**src/hw/rtl/windowed_average_min_max_tracker_assert.svh**
```systemverilog
// ----------------------------------------------------------------------------
// windowed average tracker assertion macros
// concurrent checks, compiled out when SYNTH is defined
// ----------------------------------------------------------------------------
`ifndef WINDOWED_AVERAGE_MIN_MAX_TRACKER_ASSERT_SVH
`define WINDOWED_AVERAGE_MIN_MAX_TRACKER_ASSERT_SVH
`ifndef SYNTH
// property holds at every edge out of reset
`define WAMA_ASSERT(lbl, clk, rst_n, prop) \
  lbl: assert property (@(posedge clk) disable iff (!rst_n) (prop)) \
    else $error("wama assertion failed");
// antecedent implies consequent in the same cycle
`define WAMA_ASSERT_IMP(lbl, clk, rst_n, ante, cons) \
  lbl: assert property (@(posedge clk) disable iff (!rst_n) (ante) |-> (cons)) \
    else $error("wama assertion failed");
// antecedent implies consequent in the next cycle
`define WAMA_ASSERT_NXT(lbl, clk, rst_n, ante, cons) \
  lbl: assert property (@(posedge clk) disable iff (!rst_n) (ante) |=> (cons)) \
    else $error("wama assertion failed");
`else
`define WAMA_ASSERT(lbl, clk, rst_n, prop)
`define WAMA_ASSERT_IMP(lbl, clk, rst_n, ante, cons)
`define WAMA_ASSERT_NXT(lbl, clk, rst_n, ante, cons)
`endif
`endif

```
**src/hw/rtl/wama_pkg.sv**
```systemverilog
// ----------------------------------------------------------------------------
// wama_pkg
// shared widths, constants and types of the windowed average tracker
// ----------------------------------------------------------------------------
package wama_pkg;

  localparam int SMP_W       = 10;
  localparam int MIN_W       = 11;
  localparam int WINDOW_DEF  = 16;
  localparam int IN_TDATA_W  = 16;
  localparam int OUT_FIELD_W = 3 * SMP_W + MIN_W;
  localparam int OUT_TDATA_W = 48;
  localparam int OUT_PAD_W   = OUT_TDATA_W - OUT_FIELD_W;

  localparam logic [MIN_W-1:0] MIN_NONE = 11'd1025;

  // item kinds carried on in_tuser
  localparam logic MODE_SAMPLE = 1'b0;
  localparam logic MODE_CLEAR  = 1'b1;

  typedef struct packed {
    logic busy;
    logic done;
  } div_stat_t;

endpackage

```
**src/hw/rtl/wama_ring.sv**
```systemverilog
// ----------------------------------------------------------------------------
// wama_ring
// sample ring memory, one write and one registered read port
// ----------------------------------------------------------------------------
module wama_ring #(
  parameter int DEPTH  = 16,
  parameter int ADDR_W = 4,
  parameter int DATA_W = 10
) (
  input  logic              clk,
  input  logic              wr_en,
  input  logic [ADDR_W-1:0] wr_addr,
  input  logic [DATA_W-1:0] wr_data,
  input  logic              rd_en,
  input  logic [ADDR_W-1:0] rd_addr,
  output logic [DATA_W-1:0] rd_data
);

  logic [DATA_W-1:0] mem [DEPTH];
  logic [DATA_W-1:0] rd_data_r;

  always_ff @(posedge clk) begin
    if (wr_en) begin
      mem[wr_addr] <= wr_data;
    end
  end

  always_ff @(posedge clk) begin
    if (rd_en) begin
      rd_data_r <= mem[rd_addr];
    end
  end

  assign rd_data = rd_data_r;

endmodule

```
**src/hw/rtl/wama_div.sv**
```systemverilog
// ----------------------------------------------------------------------------
// wama_div
// restoring divider, one quotient bit per cycle
// ----------------------------------------------------------------------------
module wama_div #(
  parameter int SUM_W = 14,
  parameter int CNT_W = 5
) (
  input  logic                clk,
  input  logic                rst_n,
  input  logic                start,
  input  logic [SUM_W-1:0]    dividend,
  input  logic [CNT_W-1:0]    divisor,
  output logic [SUM_W-1:0]    quotient,
  output wama_pkg::div_stat_t stat
);
  import wama_pkg::*;

  localparam int STEP_W = $clog2(SUM_W + 1);

  logic [SUM_W-1:0]  quo_r, quo_nxt;
  logic [CNT_W-1:0]  rem_r, rem_nxt;
  logic [CNT_W-1:0]  dvs_r, dvs_nxt;
  logic [STEP_W-1:0] step_r, step_nxt;
  logic              busy_r, busy_nxt;
  logic              done_r, done_nxt;
  logic [CNT_W:0]    trial;
  logic [CNT_W:0]    diff;
  logic              fits;

  assign trial = {rem_r, quo_r[SUM_W-1]};
  assign diff  = trial - {1'b0, dvs_r};
  assign fits  = trial >= {1'b0, dvs_r};

  always_comb begin
    quo_nxt  = quo_r;
    rem_nxt  = rem_r;
    dvs_nxt  = dvs_r;
    step_nxt = step_r;
    busy_nxt = busy_r;
    done_nxt = 1'b0;
    if (start) begin
      quo_nxt  = dividend;
      rem_nxt  = '0;
      dvs_nxt  = divisor;
      step_nxt = STEP_W'(SUM_W);
      busy_nxt = 1'b1;
    end else if (busy_r) begin
      quo_nxt  = {quo_r[SUM_W-2:0], fits};
      rem_nxt  = fits ? diff[CNT_W-1:0] : trial[CNT_W-1:0];
      step_nxt = step_r - 1'b1;
      if (step_r == STEP_W'(1)) begin
        busy_nxt = 1'b0;
        done_nxt = 1'b1;
      end
    end
  end

  always_ff @(posedge clk) begin
    quo_r <= quo_nxt;
    rem_r <= rem_nxt;
    dvs_r <= dvs_nxt;
  end

  always_ff @(posedge clk) begin
    if (!rst_n) begin
      step_r <= '0;
      busy_r <= 1'b0;
      done_r <= 1'b0;
    end else begin
      step_r <= step_nxt;
      busy_r <= busy_nxt;
      done_r <= done_nxt;
    end
  end

  assign quotient  = quo_r;
  assign stat.busy = busy_r;
  assign stat.done = done_r;

endmodule

```
**src/hw/rtl/windowed_average_min_max_tracker.sv**
```systemverilog
// flow: a clear or a disabled sample goes straight from ST_IDLE to ST_OUT, which registers
// the result once the output is free; an enabled sample passes ST_READ (ring memory read),
// then ST_DIV, where the bit-serial divider forms sum / count, and then ST_OUT.
// in_tready is low outside ST_IDLE, so no new item is taken until the last result is registered.
// reset: synchronous active-low rst_n clears statistics, enable and handshakes.
// ----------------------------------------------------------------------------
// windowed_average_min_max_tracker
// sample ring with running sum, truncated mean, running maximum and minimum
// ----------------------------------------------------------------------------
`include "windowed_average_min_max_tracker_assert.svh"

module windowed_average_min_max_tracker #(
  parameter int WINDOW = wama_pkg::WINDOW_DEF
) (
  input  logic                             clk,
  input  logic                             rst_n,
  input  logic                             cfg_wr_en,
  input  logic                             cfg_wr_data,  // enable
  input  logic                             in_tvalid,
  output logic                             in_tready,
  input  logic [wama_pkg::IN_TDATA_W-1:0]  in_tdata,     // sample
  input  logic [0:0]                       in_tuser,     // mode
  output logic                             out_tvalid,
  input  logic                             out_tready,
  output logic [wama_pkg::OUT_TDATA_W-1:0] out_tdata     // latest, average, maximum, minimum
);
  import wama_pkg::*;

  localparam int SLOT_W = (WINDOW > 1) ? $clog2(WINDOW) : 1;
  localparam int CNT_W  = $clog2(WINDOW + 1);
  localparam int SUM_W  = $clog2(((1 << SMP_W) - 1) * WINDOW + 1);

  localparam logic [2:0] ST_IDLE = 3'd0;
  localparam logic [2:0] ST_READ = 3'd1;
  localparam logic [2:0] ST_DIV  = 3'd2;
  localparam logic [2:0] ST_OUT  = 3'd3;

  logic [2:0]             state_r, state_nxt;
  logic                   enable_r, enable_nxt;
  logic [SLOT_W-1:0]      slot_r, slot_nxt;
  logic [CNT_W-1:0]       held_r, held_nxt;
  logic [SUM_W-1:0]       sum_r, sum_nxt;
  logic [SMP_W-1:0]       peak_high_r, peak_high_nxt;
  logic [MIN_W-1:0]       peak_low_r, peak_low_nxt;
  logic [SMP_W-1:0]       last_r, last_nxt;
  logic [SMP_W-1:0]       mean_r, mean_nxt;
  logic [SMP_W-1:0]       smp_r, smp_nxt;
  logic                   out_valid_r, out_valid_nxt;
  logic [OUT_TDATA_W-1:0] out_data_r, out_data_nxt;

  logic                   in_xfer;
  logic [SMP_W-1:0]       in_sample;
  logic                   in_mode;
  logic                   full;
  logic [SMP_W-1:0]       old_smp;
  logic                   div_start;
  logic [SUM_W-1:0]       div_quo;
  div_stat_t              div_stat;

  assign in_tready = (state_r == ST_IDLE);
  assign in_xfer   = in_tvalid && in_tready;
  assign in_sample = in_tdata[SMP_W-1:0];
  assign in_mode   = in_tuser[0];
  assign full      = (held_r == CNT_W'(WINDOW));
  assign div_start = (state_r == ST_READ);

  wama_ring #(
    .DEPTH  (WINDOW),
    .ADDR_W (SLOT_W),
    .DATA_W (SMP_W)
  ) u_ring (
    .clk     (clk),
    .wr_en   (div_start),
    .wr_addr (slot_r),
    .wr_data (smp_r),
    .rd_en   (in_xfer),
    .rd_addr (slot_r),
    .rd_data (old_smp)
  );

  wama_div #(
    .SUM_W (SUM_W),
    .CNT_W (CNT_W)
  ) u_div (
    .clk      (clk),
    .rst_n    (rst_n),
    .start    (div_start),
    .dividend (sum_nxt),
    .divisor  (held_nxt),
    .quotient (div_quo),
    .stat     (div_stat)
  );

  always_comb begin
    state_nxt     = state_r;
    enable_nxt    = enable_r;
    slot_nxt      = slot_r;
    held_nxt      = held_r;
    sum_nxt       = sum_r;
    peak_high_nxt = peak_high_r;
    peak_low_nxt  = peak_low_r;
    last_nxt      = last_r;
    mean_nxt      = mean_r;
    smp_nxt       = smp_r;
    out_valid_nxt = out_valid_r;
    out_data_nxt  = out_data_r;

    if (cfg_wr_en) begin
      enable_nxt = cfg_wr_data;
    end
    if (out_valid_r && out_tready) begin
      out_valid_nxt = 1'b0;
    end

    case (state_r)
      ST_IDLE: begin
        if (in_tvalid) begin
          if (in_mode == MODE_CLEAR) begin
            enable_nxt    = 1'b0;
            slot_nxt      = '0;
            held_nxt      = '0;
            sum_nxt       = '0;
            peak_high_nxt = '0;
            peak_low_nxt  = MIN_NONE;
            last_nxt      = '0;
            mean_nxt      = '0;
            state_nxt     = ST_OUT;
          end else if (enable_r) begin
            last_nxt = in_sample;
            smp_nxt  = in_sample;
            if (in_sample > peak_high_r) begin
              peak_high_nxt = in_sample;
            end
            if ({1'b0, in_sample} < peak_low_r) begin
              peak_low_nxt = {1'b0, in_sample};
            end
            // oldest sample of this slot is read on the transfer edge
            state_nxt = ST_READ;
          end else begin
            state_nxt = ST_OUT;
          end
        end
      end
      ST_READ: begin
        if (full) begin
          sum_nxt = sum_r - SUM_W'(old_smp) + SUM_W'(smp_r);
        end else begin
          sum_nxt  = sum_r + SUM_W'(smp_r);
          held_nxt = held_r + 1'b1;
        end
        slot_nxt  = (slot_r == SLOT_W'(WINDOW - 1)) ? '0 : slot_r + 1'b1;
        state_nxt = ST_DIV;
      end
      ST_DIV: begin
        if (div_stat.done) begin
          mean_nxt  = div_quo[SMP_W-1:0];
          state_nxt = ST_OUT;
        end
      end
      ST_OUT: begin
        if (!out_valid_r || out_tready) begin
          out_valid_nxt = 1'b1;
          out_data_nxt  = {{OUT_PAD_W{1'b0}}, peak_low_r, peak_high_r, mean_r, last_r};
          state_nxt     = ST_IDLE;
        end
      end
      default: begin
        state_nxt = ST_IDLE;
      end
    endcase
  end

  always_ff @(posedge clk) begin
    smp_r      <= smp_nxt;
    out_data_r <= out_data_nxt;
  end

  always_ff @(posedge clk) begin
    if (!rst_n) begin
      state_r     <= ST_IDLE;
      enable_r    <= 1'b0;
      slot_r      <= '0;
      held_r      <= '0;
      sum_r       <= '0;
      peak_high_r <= '0;
      peak_low_r  <= MIN_NONE;
      last_r      <= '0;
      mean_r      <= '0;
      out_valid_r <= 1'b0;
    end else begin
      state_r     <= state_nxt;
      enable_r    <= enable_nxt;
      slot_r      <= slot_nxt;
      held_r      <= held_nxt;
      sum_r       <= sum_nxt;
      peak_high_r <= peak_high_nxt;
      peak_low_r  <= peak_low_nxt;
      last_r      <= last_nxt;
      mean_r      <= mean_nxt;
      out_valid_r <= out_valid_nxt;
    end
  end

  assign out_tvalid = out_valid_r;
  assign out_tdata  = out_data_r;

  `WAMA_ASSERT(a_held_bound, clk, rst_n, held_r <= CNT_W'(WINDOW))
  `WAMA_ASSERT_IMP(a_empty_sum, clk, rst_n, held_r == '0, sum_r == '0)
  `WAMA_ASSERT_NXT(a_xfer_busy, clk, rst_n, in_xfer, state_r != ST_IDLE)
  `WAMA_ASSERT_IMP(a_div_only_wait, clk, rst_n, div_stat.busy, state_r == ST_DIV)
  `WAMA_ASSERT_IMP(a_none_seen, clk, rst_n, peak_low_r == MIN_NONE,
                   (peak_high_r == '0) && (held_r == '0))

endmodule
```
**config.mk**
```make
export PLATFORM = sky130hd
export DESIGN_NAME = windowed_average_min_max_tracker
export DESIGN_NICKNAME = d
export VERILOG_FILES = /design/src/hw/rtl/wama_pkg.sv /design/src/hw/rtl/wama_ring.sv /design/src/hw/rtl/wama_div.sv /design/src/hw/rtl/windowed_average_min_max_tracker.sv
export VERILOG_INCLUDE_DIRS = /design/src /design/src/hw/rtl
export SDC_FILE = /design/constraint.sdc
export NUM_CORES = 1
export LEC_CHECK = 0
export BUFFER_PORTS_ARGS = -buffer_cell sky130_fd_sc_hd__buf_2
export CAP_MARGIN = 5
export CORE_MARGIN = 5
export CORE_UTILIZATION = 35
export CTS_CLUSTER_DIAMETER = 150
export DETAILED_ROUTE_END_ITERATION = 10
export GPL_TIMING_DRIVEN = 0
export SLEW_MARGIN = 20
export SYNTH_ARGS = -nofsm -noshare
export SYNTH_HDL_FRONTEND = slang
export SYNTH_SLANG_ARGS = --single-unit
```
**constraint.sdc**
```tcl
create_clock -name clk -period 4.6 [get_ports clk]
set_input_delay 0.69 -clock clk [delete_from_list [all_inputs] [get_ports clk]]
set_output_delay 0.69 -clock clk [all_outputs]
set_load 0.005 [all_outputs]
```
* Word level (Yosys, flattened, before mapping)
Memories as Yosys holds them, arrays and structs flattened. A register that Yosys moved wholly into a read port is not among the register bits. Cells that the tools add are included.
Cells by class: $add $sub $neg 7, magnitude comparators 3, eq/ne operators 10, muxes and demuxes 48, bitwise logic cells 3, reductions and logical operators 21
Operators by type and width (count):
- 10-bit two-way mux | 8
- 14-bit two-way mux | 5
- 11-bit two-way mux | 3
- 14-bit by 10-bit adder with 14-bit output | 2
- 14-bit case mux with 2 select lines | 1
- 4-bit two-way mux | 5
- 5-bit two-way mux | 4
- 10-bit case mux with 2 select lines | 1
- 4-bit AND reduction | 4
- 14-bit by 10-bit subtractor with 14-bit output | 1
- 1-bit two-way mux | 13
- 3-bit case mux with 4 select lines | 1
- 2-bit nonzero test | 6
- 10-bit by 11-bit less-than comparator with 1-bit output | 1
- 10-bit greater-than comparator | 1
- 5-bit case mux with 2 select lines | 1
- 3-bit two-way mux | 3
- 3-bit AND reduction | 3
- 4-bit case mux with 2 select lines | 1
- 3-bit by 2-bit == test with 1-bit output, second input constant | 2
- 6-bit by 5-bit >= comparator with 1-bit output | 1
- 5-bit by 1-bit adder with 5-bit output, second input constant | 1
- 5-bit == test, second input constant | 1
- 5-bit subtractor | 1
- other kinds (16) | 22
Storage, ports and cells: bits in registers 150, memory bits (writable) 160, bits of input ports 23, output and inout port bits 50, memories kept 1
Memories:
- u_ring.mem | depth 16, bits a word 10, read ports 1, clocked after memory_dff 1, wr ports 1, line wama_ring.sv:19 | logic [DATA_W-1:0] mem [DEPTH];

* Depth between registers and ports, before layout
word-level depth 5, depth in mapped cells 11, depth with buffers taken out 11

* Hierarchy
Synthesis repeated with hierarchy kept, for this count alone.
Second synthesis, totals: cell total of the unflattened synthesis 1062, area total of the unflattened synthesis 14381.3 µm²
Modules (own cells, without submodules):
- wama_ring | instances 1, cells an instance 279, area an instance 6453.7 µm²
- windowed_average_min_max_tracker | instances 1, cells an instance 659, area an instance 6441.2 µm²
- wama_div | instances 1, cells an instance 124, area an instance 1486.4 µm²

* Least setup slack after synthesis
No wires, ideal clock.
kind input-to-reg, start in out_tready, end reg out_data_r[0], in the netlist out_tdata[0], enable pin, arrival 2.593 ns, setup slack 1.563 ns, stages 2, buffers on the path 0, path through nor2b_1 -> nor2b_1
On the way: word-level cells in the longest chain between the ends 2
Ends and longest elaborated chain:
- start, declared | line windowed_average_min_max_tracker.sv:24 | input logic out_tready,
- 1-bit logical OR | line windowed_average_min_max_tracker.sv:161 | if (!out_valid_r || out_tready) begin
- 2-bit AND reduction (no line)
- end signal, assigned | line windowed_average_min_max_tracker.sv:175 | out_data_r <= out_data_nxt;
- end, declared | line windowed_average_min_max_tracker.sv:49 | logic [OUT_TDATA_W-1:0] out_data_r, out_data_nxt;
Every way passes these cells. A chain may end at the register's enable or synchronous reset.

* Worst setup path after layout
start reg smp_r[1], end reg u_div.quo_r[10], in the netlist u_div.quotient[10], data pin
On the way: word-level cells in the longest chain between the ends 4, elaborated cells on any way between the ends 5, those cells by class add/sub: 2; mux: 3
Ends and longest elaborated chain:
- start, declared | line windowed_average_min_max_tracker.sv:47 | logic [SMP_W-1:0] smp_r, smp_nxt;
- start signal, assigned | line windowed_average_min_max_tracker.sv:174 | smp_r <= smp_nxt;
- 14-bit by 10-bit adder with 14-bit output (on tied branches) | line windowed_average_min_max_tracker.sv:148, windowed_average_min_max_tracker.sv:146
- 14-bit two-way mux * | line windowed_average_min_max_tracker.sv:145 | if (full) begin
- 14-bit case mux with 2 select lines * | line windowed_average_min_max_tracker.sv:115 | case (state_r)
- 14-bit two-way mux * | line wama_div.sv:42 | if (start) begin
- via u_div.quo_nxt[10] | line wama_div.sv:21 | logic [SUM_W-1:0] quo_r, quo_nxt;
- end signal, assigned | line wama_div.sv:60 | quo_r <= quo_nxt;
- end, declared | line wama_div.sv:21
The timed path passes the listed nets; every way through them passes the cells marked *.

==> reports/results.tsv <==
stage	metric	value	unit
worst_setup_path	critPathCaptureType	flip-flop	
cts	cts_buffers	35	
floorplan	die_y	213	µm
power_and_ir_drop	finalPower	8.62	mW
detailed_routing	drt-total-wl	32900	µm
status	status	finished, final reports clean	
power_and_ir_drop	power_density	520	mW/mm²
cts	clk_pin_slew	0.06	ns
timing	period_needed	3.72	ns
floorplan	rows	74	
power_and_ir_drop	leakagePower	5.92	nW
logic_synthesis	ys_types	70	
floorplan	initial_core_util	0.353	
cts	clockBufferDepth	3	
global_routing	antenna_found_initial	0	
worst_setup_path	path_class	flip-flop to flip-flop	
logic_synthesis	synth_top_area_share	0.500	
global_routing	first_global_vias	9034	
worst_hold_path	hold_path_class	input port to flip-flop	
timing	relSlewSlack	0.308	
floorplan	dieArea	0.0453	mm²
logic_synthesis	synth_cells	1083	
logic_synthesis	ys_seq_elements	319	
run	drv_cap	0	
detailed_routing	num_vias	8953	
logic_synthesis	synthFlopType	edfxtp_1	
cts	htreeDepth	2	
logic_synthesis	ys_seq_area_frac	0.610	
floorplan	pin_count	73	
logic_synthesis	ys_async_sr_fraction	0	
detailed_routing	dr.first_iter.drc_count	585	
global_routing	grt_first_pass_wirelength	51900	µm
cts	postCtsSetupRepairBufs	0	
timing	tns	0	ns
worst_setup_path	cp_max_fo	18	
worst_setup_path	crit_chain	inv_1 -> fa_1 -> inv_1 -> fa_1 -> a211oi_2 -> o21ai_1 -> and4_1 -> or3_1 -> nand3_1 -> a31oi_1	
worst_setup_path	required	4.84	ns
timing	rsz0062_at_grt	no	
worst_setup_path	arrival	3.96	ns
timing	hold_viol	0	
floorplan	die_width	213	µm
worst_setup_path	slowest_delay	0.83	ns
worst_setup_path	cpMaxStageDelayCell	edfxtp_1	
logic_synthesis	yosysTopAreaCell	edfxtp_1	
logic_synthesis	synth_edf_count	240	
worst_setup_path	start_kind	flip-flop	
cts	tritoncts	done	
logic_synthesis	synth.avg_cell_area	13.3	µm²
cts	cts_hold_buffers	0	
placed_design	gp_congestion	0.858	
timing	finalMaxSlewViolations	0	
timing	fin_skew	0.0221	ns
global_routing	grt_use_total	0.147	
finish	fillers	3821	
floorplan	core_area	0.0408	mm²
timing	setup_viol	0	
global_routing	grt_max_degree	24	
placed_design	port_buffers	58	
detailed_routing	drc	0	
logic_synthesis	yosysWarnings	0	
cts	clock_latency	0.53	ns
placed_design	place.detailed.hpwl	23100	µm
power_and_ir_drop	peakVddDrop	0.265	mV
logic_synthesis	syn-cell-area	0.0144	mm²
timing	tightest_slew	1.03	ns
finish	layout-drive-gt1-share	0.160	
detailed_routing	wire_per_inst	18.9	µm
finish	diodes	0	
timing	finalCritPeriodShare	0.809	
timing	clock.fmax	0.269	GHz
cts	root_buffer	clkbuf_16	
detailed_routing	dr.pass1.iters	5	
detailed_routing	vias_per_cell	5.13	
detailed_routing	ant_nets	0	
cts	clock_sinks	319	
finish	synthToLayoutAreaGrowth	14.8	%
global_routing	overflow	0	
cts	cts_resized	0	
finish	num-nets-final	1286	
logic_synthesis	synth.top_cells.by_area	edfxtp_1 (50%), dfxtp_1 (11%), mux4_2 (7.8%)	
## power breakdown
group	leakage (nW)	internal [mW]	switching, mW	total [mW]
sequential	2.86	3.45	0.166	3.62
clock	0.523	1.55	1.10	2.65
combinational	2.54	0.912	1.44	2.35
## logic make-up (layout without fill, tap and decap cells)
kind of cell	Yosys count	after routing	synth area share
other	1	7	0.000260
xor gates and xnor gates	18	18	0.0109
AOI/OAI and AO/OA	192	192	0.0884
muxes	72	72	0.0935
and+or+nand+nor	259	259	0.0836
adders and majority gates	74	74	0.0705
buffers and inverters	148	272	0.0432
DFF	319	319	0.610
## placed cells by master (no fill, tap or decap), types with 11 or more instances in the layout
master     count
edfxtp_1     240
o32ai_1       11
buf_2         64
nand2_1       92
clkbuf_1      38
inv_1         97
dfxtp_1       79
a22oi_1       15
nand3_1       26
clkbuf_16     35
a211oi_1      15
nor2_1        76
o21ai_1       17
o21ai_0       22
buf_4         12
ha_1          62
mux2i_1       21
a21oi_1       49
mux4_2        50
nor3_1        12
xnor2_1       12
fa_1          12
## Yosys cell counts (all sizes together), types with 6 or more instances
master / instances
nor2b: 6
buf: 24
fa: 12
inv: 97
nor3: 17
mux2i: 21
a21o: 8
a211oi: 17
edfxtp: 240
xor2: 6
xnor2: 12
and2: 10
nand2: 92
nand3: 26
dfxtp: 79
ha: 62
a21oi: 50
mux4: 50
o32ai: 11
nor2: 76
a41oi: 6
nand4: 6
a31oi: 11
a22oi: 15
o21a: 6
clkbuf: 27
o21ai: 39
## metrics by stage
stage	std cells	worst slack (ns)	area [µm²]	hold slack, ns	utilization
floorplan	1089	1.56	14400	0.408	-
global placement	1679	0.583	15400	0.417	0.377
detailed placement	1684	0.901	15500	0.416	0.379
CTS	1745	0.887	16600	0.409	0.405
global route	1745	0.662	16600	0.407	0.405
finish	1745	0.880	16600	0.420	0.405
## final cells by class
cell class,instances,area (µm²),area share
clock buffer,51,986,0.0595
buffer,51,259,0.0156
timing repair buffer,63,348,0.0210
sequential,319,8790,0.531
tap,532,666,0.0402
inverter,97,364,0.0220
multi-input combinational,622,5050,0.305
clock inverter,10,91.3,0.00552
## metal layers
metal / routed length (µm) / GRT usage / part of all wire
met5: 0 / 0 / 0
met4: 652 / 0.0415 / 0.020
met3: 1490 / 0.0210 / 0.045
met2: 15600 / 0.235 / 0.47
met1: 15200 / 0.210 / 0.46
## flip-flops by register name (all words and copies together) (netlist names), 10 cells and up
register	cells
smp_r	10
mean_r	10
out_tdata	41
u_ring.rd_data	10
u_ring.mem	160
sum_r	14
peak_high_r	10
last_r	10
peak_low_r	11
u_div.quotient	14
## worst paths after layout
kind / slack, ns / to / from / cells past startpoint
worst min register to register: 0.43 / out_tdata[35]$_DFFE_PP_ / peak_low_r[5]$_SDFFE_PN0P_ / 0
worst max register to register: 0.88 / u_div.quotient[10]$_DFFE_PP_ / smp_r[1]$_DFFE_PP_ / 10
worst min-delay path: 0.42 / enable_r$_SDFF_PN0_ / cfg_wr_data / 3
worst max-delay path: 0.88 / u_div.quotient[10]$_DFFE_PP_ / smp_r[1]$_DFFE_PP_ / 10
## worst max-delay path, delay by kind of cell, from the launching register on
family,cells,cell delay (ns)
buffers and inverters,2,0.29
AOI/OAI and AO/OA,3,0.58
and+or+nand+nor,3,0.69
DFF,1,0.83
adders and majority gates,2,1.05
Power figures use the tool's default switching activity.
